[src/rtl/core/esbg_pkg.sv]
// ----------------------------------------------------------------------------
// Edge swipe back gesture package
// Constants, register codes and shared types of the gesture unit.
// ----------------------------------------------------------------------------
package esbg_pkg;

    localparam int COORD_BITS         = 12;
    localparam int SCR_BITS           = 13;
    localparam int INDICATOR_DIAMETER = 104;
    localparam int HINT_EDGE_WIDTH    = 16;
    localparam int ACT_EDGE           = 1;
    localparam int MAX_VIS            = INDICATOR_DIAMETER * 2 / 5;
    localparam int FULL_REVEAL        = MAX_VIS - ACT_EDGE;
    localparam int HALF_DIAM          = INDICATOR_DIAMETER / 2;
    localparam int GLYPH_INSET        = 4;
    localparam int OPA_MIN            = 150;
    localparam int OPA_MAX            = 230;

    localparam logic [SCR_BITS-1:0] SCREEN_RESET = 13'd480;

    localparam logic REG_SCR_WIDTH     = 1'b0;
    localparam logic REG_SCREEN_HEIGHT = 1'b1;

    typedef struct packed {
        logic                  pressed;
        logic [COORD_BITS-1:0] touch_x;
        logic [COORD_BITS-1:0] touch_y;
        logic                  edge_hint;
    } sample_t;

    typedef struct packed {
        logic                  consumed;
        logic                  navigate_back;
        logic                  haptic_pulse;
        logic                  show;
        logic                  left;
        logic [5:0]            reach;
        logic [COORD_BITS-1:0] start_y;
    } gest_t;

    typedef struct packed {
        logic                       consumed;
        logic                       navigate_back;
        logic                       haptic_pulse;
        logic                       indicator_visible;
        logic [5:0]                 reveal_width;
        logic [7:0]                 opacity;
        logic signed [12:0]         clip_x;
        logic [COORD_BITS-1:0]      clip_y;
        logic signed [7:0]          disc_x;
        logic [6:0]                 glyph_x;
        logic                       points_right;
    } result_t;

endpackage

[src/rtl/core/esbg_track.sv]
// ----------------------------------------------------------------------------
// Edge swipe gesture tracker
// Holds the gesture state, detects edge starts, commits and releases.
// ----------------------------------------------------------------------------
module esbg_track
    import esbg_pkg::*;
(
    input  logic                aclk,
    input  logic                aresetn,
    input  logic                step,
    input  sample_t             sample,
    input  logic [SCR_BITS-1:0] scr_width,
    output gest_t               gest
);

    logic                  press_seen_reg, press_seen_next;
    logic                  tracking_reg, tracking_next;
    logic                  armed_reg, armed_next;
    logic                  left_reg, left_next;
    logic                  right_reg, right_next;
    logic [COORD_BITS-1:0] start_x_reg, start_x_next;
    logic [COORD_BITS-1:0] start_y_reg, start_y_next;

    logic signed [13:0]    act;
    logic signed [13:0]    xs;
    logic signed [13:0]    right_lim;
    logic                  first_left, first_right;
    logic [SCR_BITS-1:0]   edge_x;
    logic [COORD_BITS-1:0] snap_right;
    logic                  eff_left, eff_right, eff_track;
    logic [COORD_BITS-1:0] eff_start;
    logic signed [13:0]    d;
    logic                  armed_new;

    function automatic logic signed [13:0] edge_hint_act(input logic hint);
        edge_hint_act = hint ? 14'(HINT_EDGE_WIDTH) : 14'(ACT_EDGE);
    endfunction

    always_comb begin
        act         = edge_hint_act(sample.edge_hint);
        xs          = signed'({2'b00, sample.touch_x});
        right_lim   = signed'({1'b0, scr_width}) - act;
        first_left  = xs < act;
        first_right = xs >= right_lim;
        edge_x      = scr_width - 13'd1;
        snap_right  = (edge_x > SCR_BITS'({COORD_BITS{1'b1}})) ? {COORD_BITS{1'b1}}
                                                               : edge_x[COORD_BITS-1:0];
        if (!press_seen_reg) begin
            eff_left  = first_left;
            eff_right = first_right;
            eff_track = first_left || first_right;
            if (sample.edge_hint && first_left) begin
                eff_start = '0;
            end else if (sample.edge_hint && first_right) begin
                eff_start = snap_right;
            end else begin
                eff_start = sample.touch_x;
            end
        end else begin
            eff_left  = left_reg;
            eff_right = right_reg;
            eff_track = tracking_reg;
            eff_start = start_x_reg;
        end
        if (eff_left) begin
            d = xs - signed'({2'b00, eff_start});
        end else if (eff_right) begin
            d = signed'({2'b00, eff_start}) - xs;
        end else begin
            d = '0;
        end
        armed_new = d >= 14'(FULL_REVEAL);
    end

    always_comb begin
        press_seen_next = press_seen_reg;
        tracking_next   = tracking_reg;
        armed_next      = armed_reg;
        left_next       = left_reg;
        right_next      = right_reg;
        start_x_next    = start_x_reg;
        start_y_next    = start_y_reg;
        gest            = '0;
        gest.left       = eff_left;
        gest.start_y    = press_seen_reg ? start_y_reg : sample.touch_y;
        if (d < 0) begin
            gest.reach = '0;
        end else if (d >= 14'(FULL_REVEAL)) begin
            gest.reach = 6'(FULL_REVEAL);
        end else begin
            gest.reach = d[5:0];
        end
        if (!sample.pressed) begin
            gest.consumed      = tracking_reg;
            gest.navigate_back = tracking_reg && armed_reg;
            press_seen_next    = 1'b0;
            tracking_next      = 1'b0;
            armed_next         = 1'b0;
            left_next          = 1'b0;
            right_next         = 1'b0;
            start_x_next       = '0;
            start_y_next       = '0;
        end else if (scr_width == '0) begin
            gest.show = 1'b0;
        end else if (!press_seen_reg) begin
            press_seen_next = 1'b1;
            tracking_next   = eff_track;
            left_next       = eff_left;
            right_next      = eff_right;
            start_x_next    = eff_start;
            start_y_next    = sample.touch_y;
            if (eff_track) begin
                armed_next        = armed_new;
                gest.haptic_pulse = armed_new && !armed_reg;
                gest.show         = 1'b1;
                gest.consumed     = 1'b1;
            end
        end else if (tracking_reg) begin
            armed_next        = armed_new;
            gest.haptic_pulse = armed_new && !armed_reg;
            gest.show         = d >= 0;
            gest.consumed     = 1'b1;
        end
    end

    always_ff @(posedge aclk) begin
        if (!aresetn) begin
            press_seen_reg <= 1'b0;
            tracking_reg   <= 1'b0;
            armed_reg      <= 1'b0;
            left_reg       <= 1'b0;
            right_reg      <= 1'b0;
            start_x_reg    <= '0;
            start_y_reg    <= '0;
        end else if (step) begin
            press_seen_reg <= press_seen_next;
            tracking_reg   <= tracking_next;
            armed_reg      <= armed_next;
            left_reg       <= left_next;
            right_reg      <= right_next;
            start_x_reg    <= start_x_next;
            start_y_reg    <= start_y_next;
        end
    end

endmodule

[src/rtl/core/esbg_geom.sv]
// ----------------------------------------------------------------------------
// Edge swipe indicator geometry
// Turns the gesture decision into indicator size, opacity and placement.
// ----------------------------------------------------------------------------
module esbg_geom
    import esbg_pkg::*;
(
    input  gest_t               gest,
    input  logic [SCR_BITS-1:0] scr_width,
    input  logic [SCR_BITS-1:0] screen_height,
    output result_t             res
);

    logic [5:0]         vis;
    logic [5:0]         vis_half;
    logic signed [13:0] hi;
    logic signed [13:0] sy;
    logic signed [13:0] cy;

    always_comb begin
        vis      = gest.reach + 6'(ACT_EDGE);
        vis_half = vis >> 1;
        hi       = signed'({1'b0, screen_height}) - 14'(HALF_DIAM);
        if (hi < 14'(HALF_DIAM)) begin
            hi = 14'(HALF_DIAM);
        end
        sy = signed'({2'b00, gest.start_y});
        if (sy < 14'(HALF_DIAM)) begin
            cy = 14'(HALF_DIAM);
        end else if (sy > hi) begin
            cy = hi;
        end else begin
            cy = sy;
        end

        res               = '0;
        res.consumed      = gest.consumed;
        res.navigate_back = gest.navigate_back;
        res.haptic_pulse  = gest.haptic_pulse;
        if (gest.show) begin
            res.indicator_visible = 1'b1;
            res.reveal_width      = vis;
            res.opacity           = 8'(OPA_MIN) + {1'b0, gest.reach, 1'b0};
            res.clip_y            = COORD_BITS'(cy - 14'(HALF_DIAM));
            res.points_right      = gest.left;
            if (gest.left) begin
                res.clip_x  = '0;
                res.disc_x  = signed'({2'b00, vis} - 8'(INDICATOR_DIAMETER));
                res.glyph_x = 7'(INDICATOR_DIAMETER - GLYPH_INSET)
                              - 7'(vis - vis_half);
            end else begin
                res.clip_x  = signed'(scr_width - {7'd0, vis});
                res.disc_x  = '0;
                res.glyph_x = {1'b0, vis_half} + 7'(GLYPH_INSET);
            end
        end
    end

endmodule

[src/rtl/core/edge_swipe_back_gesture_unit.sv]
// ----------------------------------------------------------------------------
// Edge swipe back gesture unit
// A sample is registered in in_data_reg on its input transfer; its result is registered in out_data_reg for m_tdata.
// Throughput: one sample per cycle while m_tready does not stall the output, through one pass between two registers.
// Reset (aresetn low, synchronous) clears state, valids, sets sizes to 480.
// ----------------------------------------------------------------------------
module edge_swipe_back_gesture_unit
    import esbg_pkg::*;
(
    input  logic        aclk,
    input  logic        aresetn,
    // s_tdata: pressed, touch_x[11:0], touch_y[11:0], edge_hint, zero fill
    input  logic        s_tvalid,
    output logic        s_tready,
    input  logic [31:0] s_tdata,
    // m_tdata: consumed, navigate_back, haptic_pulse, indicator_visible,
    // reveal_width[5:0], opacity[7:0], clip_x[12:0], clip_y[11:0],
    // disc_x[7:0], glyph_x[6:0], points_right, zero fill
    output logic        m_tvalid,
    input  logic        m_tready,
    output logic [63:0] m_tdata,
    input  logic        psel,
    input  logic        penable,
    input  logic        pwrite,
    input  logic [2:0]  paddr,
    input  logic [31:0] pwdata,
    output logic [31:0] prdata,
    output logic        pready
);

    logic [SCR_BITS-1:0] scr_width_reg;
    logic [SCR_BITS-1:0] screen_height_reg;
    logic                in_vld_reg;
    sample_t             in_data_reg;
    logic                out_vld_reg;
    logic [63:0]         out_data_reg, out_data_next;
    logic                step;
    logic                cfg_wr;
    gest_t               gest;
    result_t             res;

    assign pready   = 1'b1;
    assign cfg_wr   = psel && penable && pwrite && pready;
    assign prdata   = (paddr[2] == REG_SCREEN_HEIGHT) ? {19'd0, screen_height_reg}
                                                      : {19'd0, scr_width_reg};
    assign step     = in_vld_reg && (!out_vld_reg || m_tready);
    assign s_tready = !in_vld_reg || step;
    assign m_tvalid = out_vld_reg;
    assign m_tdata  = out_data_reg;

    always_ff @(posedge aclk) begin
        if (!aresetn) begin
            scr_width_reg     <= SCREEN_RESET;
            screen_height_reg <= SCREEN_RESET;
        end else if (cfg_wr) begin
            if (paddr[2] == REG_SCR_WIDTH) begin
                scr_width_reg <= pwdata[SCR_BITS-1:0];
            end else begin
                screen_height_reg <= pwdata[SCR_BITS-1:0];
            end
        end
    end

    always_ff @(posedge aclk) begin
        if (!aresetn) begin
            in_vld_reg  <= 1'b0;
            out_vld_reg <= 1'b0;
        end else begin
            if (s_tready) begin
                in_vld_reg <= s_tvalid;
            end
            if (step) begin
                out_vld_reg <= 1'b1;
            end else if (m_tready) begin
                out_vld_reg <= 1'b0;
            end
        end
    end

    always_ff @(posedge aclk) begin
        if (s_tvalid && s_tready) begin
            in_data_reg.pressed   <= s_tdata[0];
            in_data_reg.touch_x   <= s_tdata[12:1];
            in_data_reg.touch_y   <= s_tdata[24:13];
            in_data_reg.edge_hint <= s_tdata[25];
        end
        if (step) begin
            out_data_reg <= out_data_next;
        end
    end

    esbg_track u_track (
        .aclk      (aclk),
        .aresetn   (aresetn),
        .step      (step),
        .sample    (in_data_reg),
        .scr_width (scr_width_reg),
        .gest      (gest)
    );

    esbg_geom u_geom (
        .gest          (gest),
        .scr_width     (scr_width_reg),
        .screen_height (screen_height_reg),
        .res           (res)
    );

    assign out_data_next = {5'd0, res.points_right, res.glyph_x, res.disc_x,
                            res.clip_y, res.clip_x, res.opacity, res.reveal_width,
                            res.indicator_visible, res.haptic_pulse, res.navigate_back,
                            res.consumed};

endmodule

[config.mk]
export PLATFORM = sky130hd
export DESIGN_NAME = edge_swipe_back_gesture_unit
export DESIGN_NICKNAME = d
export VERILOG_FILES = /design/src/rtl/core/esbg_pkg.sv /design/src/rtl/core/esbg_track.sv /design/src/rtl/core/esbg_geom.sv /design/src/rtl/core/edge_swipe_back_gesture_unit.sv
export SDC_FILE = /design/constraint.sdc
export NUM_CORES = 1
export LEC_CHECK = 0
export BUFFER_PORTS_ARGS = -buffer_cell sky130_fd_sc_hd__buf_2
export CORE_ASPECT_RATIO = 0.7
export CORE_MARGIN = 4
export CORE_UTILIZATION = 61
export DETAILED_ROUTE_END_ITERATION = 7
export GPL_ROUTABILITY_DRIVEN = 0
export PLACE_DENSITY = 0.85
export SLEW_MARGIN = 0
export SYNTH_ARGS = -nofsm -noshare
export SYNTH_HDL_FRONTEND = slang
export SYNTH_HIERARCHICAL = 1
export SYNTH_SLANG_ARGS = --single-unit
export TNS_END_PERCENT = 30
[constraint.sdc]
create_clock -name aclk -period 20.2 [get_ports aclk]
set_input_delay 4.04 -clock aclk [delete_from_list [all_inputs] [get_ports aclk]]
set_output_delay 4.04 -clock aclk [all_outputs]
set_load 0.01 [all_outputs]
# == After elaboration in Yosys (flattened, before gate mapping) ==
# Index checks and enable logic that the tools add are counted.
# totals
register_bits,142
input_bits,74
output_inout_bits,99
wordCells,127
# classes
add_sub_neg,13
order_cmp,9
eq_ne,4
muxes,53
bitwise,3
reduce_logical,24
# op_table
operator,count
$mux 12,12
$mux 56,1
$mux 14,3
$mux 1,28
$mux 13,2
$sub 12x12->13,2
$mux 15,1
$ge 13x14->1,1
$ge 14x1->1 const B,1
$ge 14x7->1 const B,1
$gt 13x14->1,1
$lt 13x14->1,1
$lt 14x1->1 const B,1
$lt 14x7->1 const B,1
$sub 13x6->14 const B,1
$sub 14x14->14,1
$gt 13x12->1 const B,1
$logic_not 13->1,1
$sub 13x1->13 const B,1
$sub 13x6->13,1
$lt 12x6->1 const B,1
$mux 6,2
$sub 12x7->12 const B,1
$add 8x7->8 const A,1
19 further kinds,39

# == Longest topological paths before layout ==
# logic_depth
depth_word,18
depth_mapped,41
mapped_depth_nobuf,39

# == Hierarchy ==
# The synthesis kept the hierarchy.
# by_module_without_submodules
module,n_inst,cells_per_inst,area_per_inst_um2,seq_area_each_um2
edge_swipe_back_gesture_unit,1,236,4031.4,3113.0
esbg_track,1,504,3853.7,580.6
esbg_geom,1,346,2265.9,0.0

# == Worst setup path after synthesis ==
# No wires, ideal clock.
# synth_path
path_type,flip-flop to flip-flop
start,register in_data_reg[0] (netlist bit)
end,"register out_data_reg[57], in the netlist m_tdata[57] (data pin)"
setup_ps,262
arrival_time_ps,9025
required_time_ps,19938
slack_ps,10913
stages_incl_launch_ff,40
n_path_buf,3
period_less_slack_ps,9287
path_cell_list,edfxtp_1 -> inv_1 -> ha_1 -> ha_1 -> or3b_2 -> a211o_1 -> nor2_1 -> xnor2_1 -> ha_1 -> and3_1 -> a221oi_1 -> o21ai_0 -> a31oi_1 -> o31ai_1 -> buf_2 -> buf_2 -> o21ai_0 -> o21ai_0 -> [4 not listed] -> o311ai_1 -> a31o_2 -> or4_1 -> nor4_1 -> o31ai_4 -> nor4_1 -> nand3_1 -> xnor2_1 -> inv_1 -> ha_1 -> inv_1 -> ha_1 -> a21o_1 -> a21o_1 -> a21o_1 -> a21oi_1 -> xnor2_1 -> nor2_1
# synth_rtl
element,line,source
start: declaration,edge_swipe_back_gesture_unit.sv:34,sample_t in_data_reg;
end signal: assignment,edge_swipe_back_gesture_unit.sv:88,out_data_reg <= out_data_next;
end: declaration,edge_swipe_back_gesture_unit.sv:36,"logic [63:0] out_data_reg, out_data_next;"

==> flow_metrics.py <==
metrics = {
    "outcome": {
        "outcome": "finished clean",
    },
    "job": {
        "cap_viol_max_count": 0,
    },
    "detailed_routing": {
        "via_per_inst": 6.18,
        "num_vias": 8696,
        "ant_nets": 0,
        "drc": 0,
        "firstDrtPassIters": 6,
        "wl_per_cell_um": 18.7,
        "drt_iter0_drc": 1365,
        "wirelength_um": 26400,
    },
    "synthesis": {
        "seq_area_frac_synth_pct": 36.4,
        "synth_edf_count": 85,
        "synth_area_per_cell_um2": 9.35,
        "synth_simple_gate_area_share_pct": 17.7,
        "netlist-cell-type-count": 83,
        "synth_top_family_by_area": "simple AND/OR/NAND/NOR gates",
        "synth_seq_cells": 142,
        "syn-cell-area_um2": 10200,
        "yosysWarnings": 6,
        "synthAdderAreaFrac_pct": 10.3,
        "synth_xor_area_share_pct": 5.26,
        "synth_compound_area_share_pct": 16.6,
        "synthFlopType": "edfxtp_1",
        "synthArstFlopShare_pct": 0,
        "synthCells": 1086,
        "muxShareOfSynthArea_pct": 6.53,
    },
    "setup_path": {
        "cp.buffers_inverters": 3,
        "worstSetupPathType": "flip-flop to flip-flop",
        "slowest_stage": "o31ai_2",
        "worstPathArrival_ns": 11.88,
        "critPathLaunchType": "flip-flop",
        "crit_family": "compound AO/OA/AOI/OAI gates",
        "required_ns": 20.47,
        "cp_common_cell": "ha_1",
        "end_kind": "flip-flop",
        "critPathMaxStageDelay_ns": 1.05,
        "path_max_fanout": 20,
    },
    "floorplan": {
        "design.core.area_um2": 16300,
        "ios": 173,
        "start_util_pct": 62.3,
        "die_area_um2": 18800,
        "fp.dieW_um": 162,
        "die_h_um": 116,
        "placementRows": 39,
    },
    "power": {
        "internal_power_mw": 0.622,
        "p_leak_nw": 4.78,
        "p_switching_mw": 0.275,
        "ir_drop_uv": 57.3,
        "seq_power_share_pct": 37.4,
        "p_comb_share_pct": 25.2,
        "swShare_pct": 30.6,
        "p_clk_share_pct": 37.4,
        "power_density_nw_per_um2": 79.2,
    },
    "clocking": {
        "numCtsBuffers": 17,
        "clockBufferDepth": 2,
        "hold_buffers": 0,
        "cts_tree": "built",
        "ctsResizeCount": 0,
        "clock_latency_ns": 0.43,
        "cts_root_buf": "clkbuf_16",
        "clkSinkCount": 142,
        "post-cts-setup-buffers": 0,
        "h-tree-depth": 4,
        "clkTransAtPathRegs_ns": 0.06,
    },
    "global_routing": {
        "grt_pass1_wl_um": 42000,
        "met1_usage_pct": 42.8,
        "grt_overflow": 0,
        "first_global_vias": 7893,
        "grt_max_degree": 63,
        "top_usage_layer": "met1",
        "antenna_found_initial": 0,
        "met3_usage_pct": 7.79,
        "met2_usage_pct": 40.0,
        "grtUsageTotal_pct": 28.3,
    },
    "layout": {
        "layout-drive-gt1-share_pct": 18.0,
        "fillers": 1252,
        "post-route-util_pct": 69.5,
        "finalNonFillerCells": 1408,
        "seqCellArea_um2": 3690,
        "nets": 1325,
        "mostFrequentLayoutCell": "buf_2",
        "largest_reg_flops": 59,
        "num_antenna_cells": 0,
        "mostFrequentLayoutCells": "buf_2, nand2_1, edfxtp_1, ha_1, nor2_1",
        "synthToLayoutAreaGrowth_pct": 11.6,
        "multi_input_area_um2": 5850,
    },
    "timing": {
        "final.setup.tns_ns": 0,
        "period_needed_ns": 11.61,
        "worst_hold_slack_ns": 0.462,
        "tightestPinTransition_ns": 1.19,
        "setup_viol": 0,
        "post-route-period-util_pct": 57.5,
        "hold_viol_final": 0,
        "max_freq_mhz": 86.1,
        "rsz0062_at_grt": "false",
        "slew_viol_final": 0,
        "max-slew-margin-rel_pct": 20.5,
        "fin_skew_ns": 0.00943,
    },
    "placement": {
        "portBuffers": 120,
        "place_hpwl_um": 19300,
        "place_inst": 1376,
    },
    "min_path": {
        "worstHoldPathType": "flip-flop to flip-flop",
    },
}
layout make-up:
| class | count | area share (%) |
|---|---|---|
| clock buffer | 20 | 3.85 |
| sequential | 142 | 32.6 |
| tap | 225 | 2.48 |
| clock inverter | 12 | 1.63 |
| multi-input combinational | 821 | 51.7 |
| timing repair buffer | 127 | 5.76 |
| inverter | 61 | 2.02 |
through the flow:
step | instance area (µm²) | setup WS, ns | total power, mW
global placement | 10700 | 9.13 | 0.552
detailed placement | 10700 | 8.89 | 0.560
finish | 11300 | 8.59 | 0.897
global route | 11300 | 7.95 | 0.939
CTS | 11300 | 8.84 | 0.893
floorplan | 10200 | 10.91 | 0.507
final timing paths:
kind                                        startpoint                endpoint  slack, ns  cells past startpoint
worst max register to register          in_data_reg[0]             m_tdata[25]       8.59                     36
worst max-delay path                    in_data_reg[0]             m_tdata[25]       8.59                     36
worst min register to register  u_track/start_x_reg[9]  u_track/start_x_reg[9]       0.46                      2
worst min-delay path            u_track/start_x_reg[9]  u_track/start_x_reg[9]       0.46                      2
worst register-to-register path, delay by kind of cell, from the launching register on:
kind                       cells  cell delay [ns]
AOI/OAI and AO/OA             16             4.39
and+or+nand+nor                9             3.46
adders and majority gates      6             2.10
xor gates and xnor gates       2             0.26
buffers and inverters          3             0.75
DFF                            1             0.49
cells in the mapped netlist, drive strengths merged (7+ instances only):
master	count	share of area, %
clkbuf	30	1.1
o211ai	8	0.64
xor2	20	1.7
edfxtp	85	25
inv	61	2.3
a211oi	8	0.64
nand2	102	3.8
ha	77	9.5
and3	9	0.55
nor4	19	1.2
o31ai	10	0.88
a22o	8	0.69
nor2b	36	2.2
o21ai	44	2.2
and2	14	0.86
a21boi	22	1.6
a21o	20	1.5
a31oi	8	0.49
a22oi	7	0.57
a21oi	45	2.2
nor3	19	0.94
nand3	34	1.7
mux2	26	2.9
o21a	12	0.96
nor2	71	2.6
buf	55	3.7
xnor2	41	3.5
or4	11	0.85
nand4	7	0.43
dfxtp	57	11
mux2i	37	3.6
cell families (layout without fill, tap and decap cells):
| kind of cell | Yosys count | after routing |
|---|---|---|
| AOI/OAI and AO/OA | 236 | 236 |
| xor gates and xnor gates | 61 | 61 |
| adders and majority gates | 81 | 81 |
| and+or+nand+nor | 354 | 354 |
| buffers and inverters | 146 | 220 |
| muxes | 63 | 63 |
| other | 3 | 26 |
| DFF | 142 | 142 |
power by group through the flow:
stage	Sequential [mW]	Combinational, mW	Clock (mW)
after floorplan	0.341	0.166	0
after global placement	0.341	0.212	0
after detailed placement	0.341	0.219	0
after CTS	0.335	0.221	0.337
after global routing	0.337	0.248	0.354
final	0.336	0.226	0.336
metal layers:
layer | vias up | wire, µm
met4 | 0 | 437
met1 | 4026 | 12000
met5 | - | 0
li1 | 4032 | -
met2 | 591 | 10600
met3 | 47 | 3390
(Power assumes the default switching activity.)
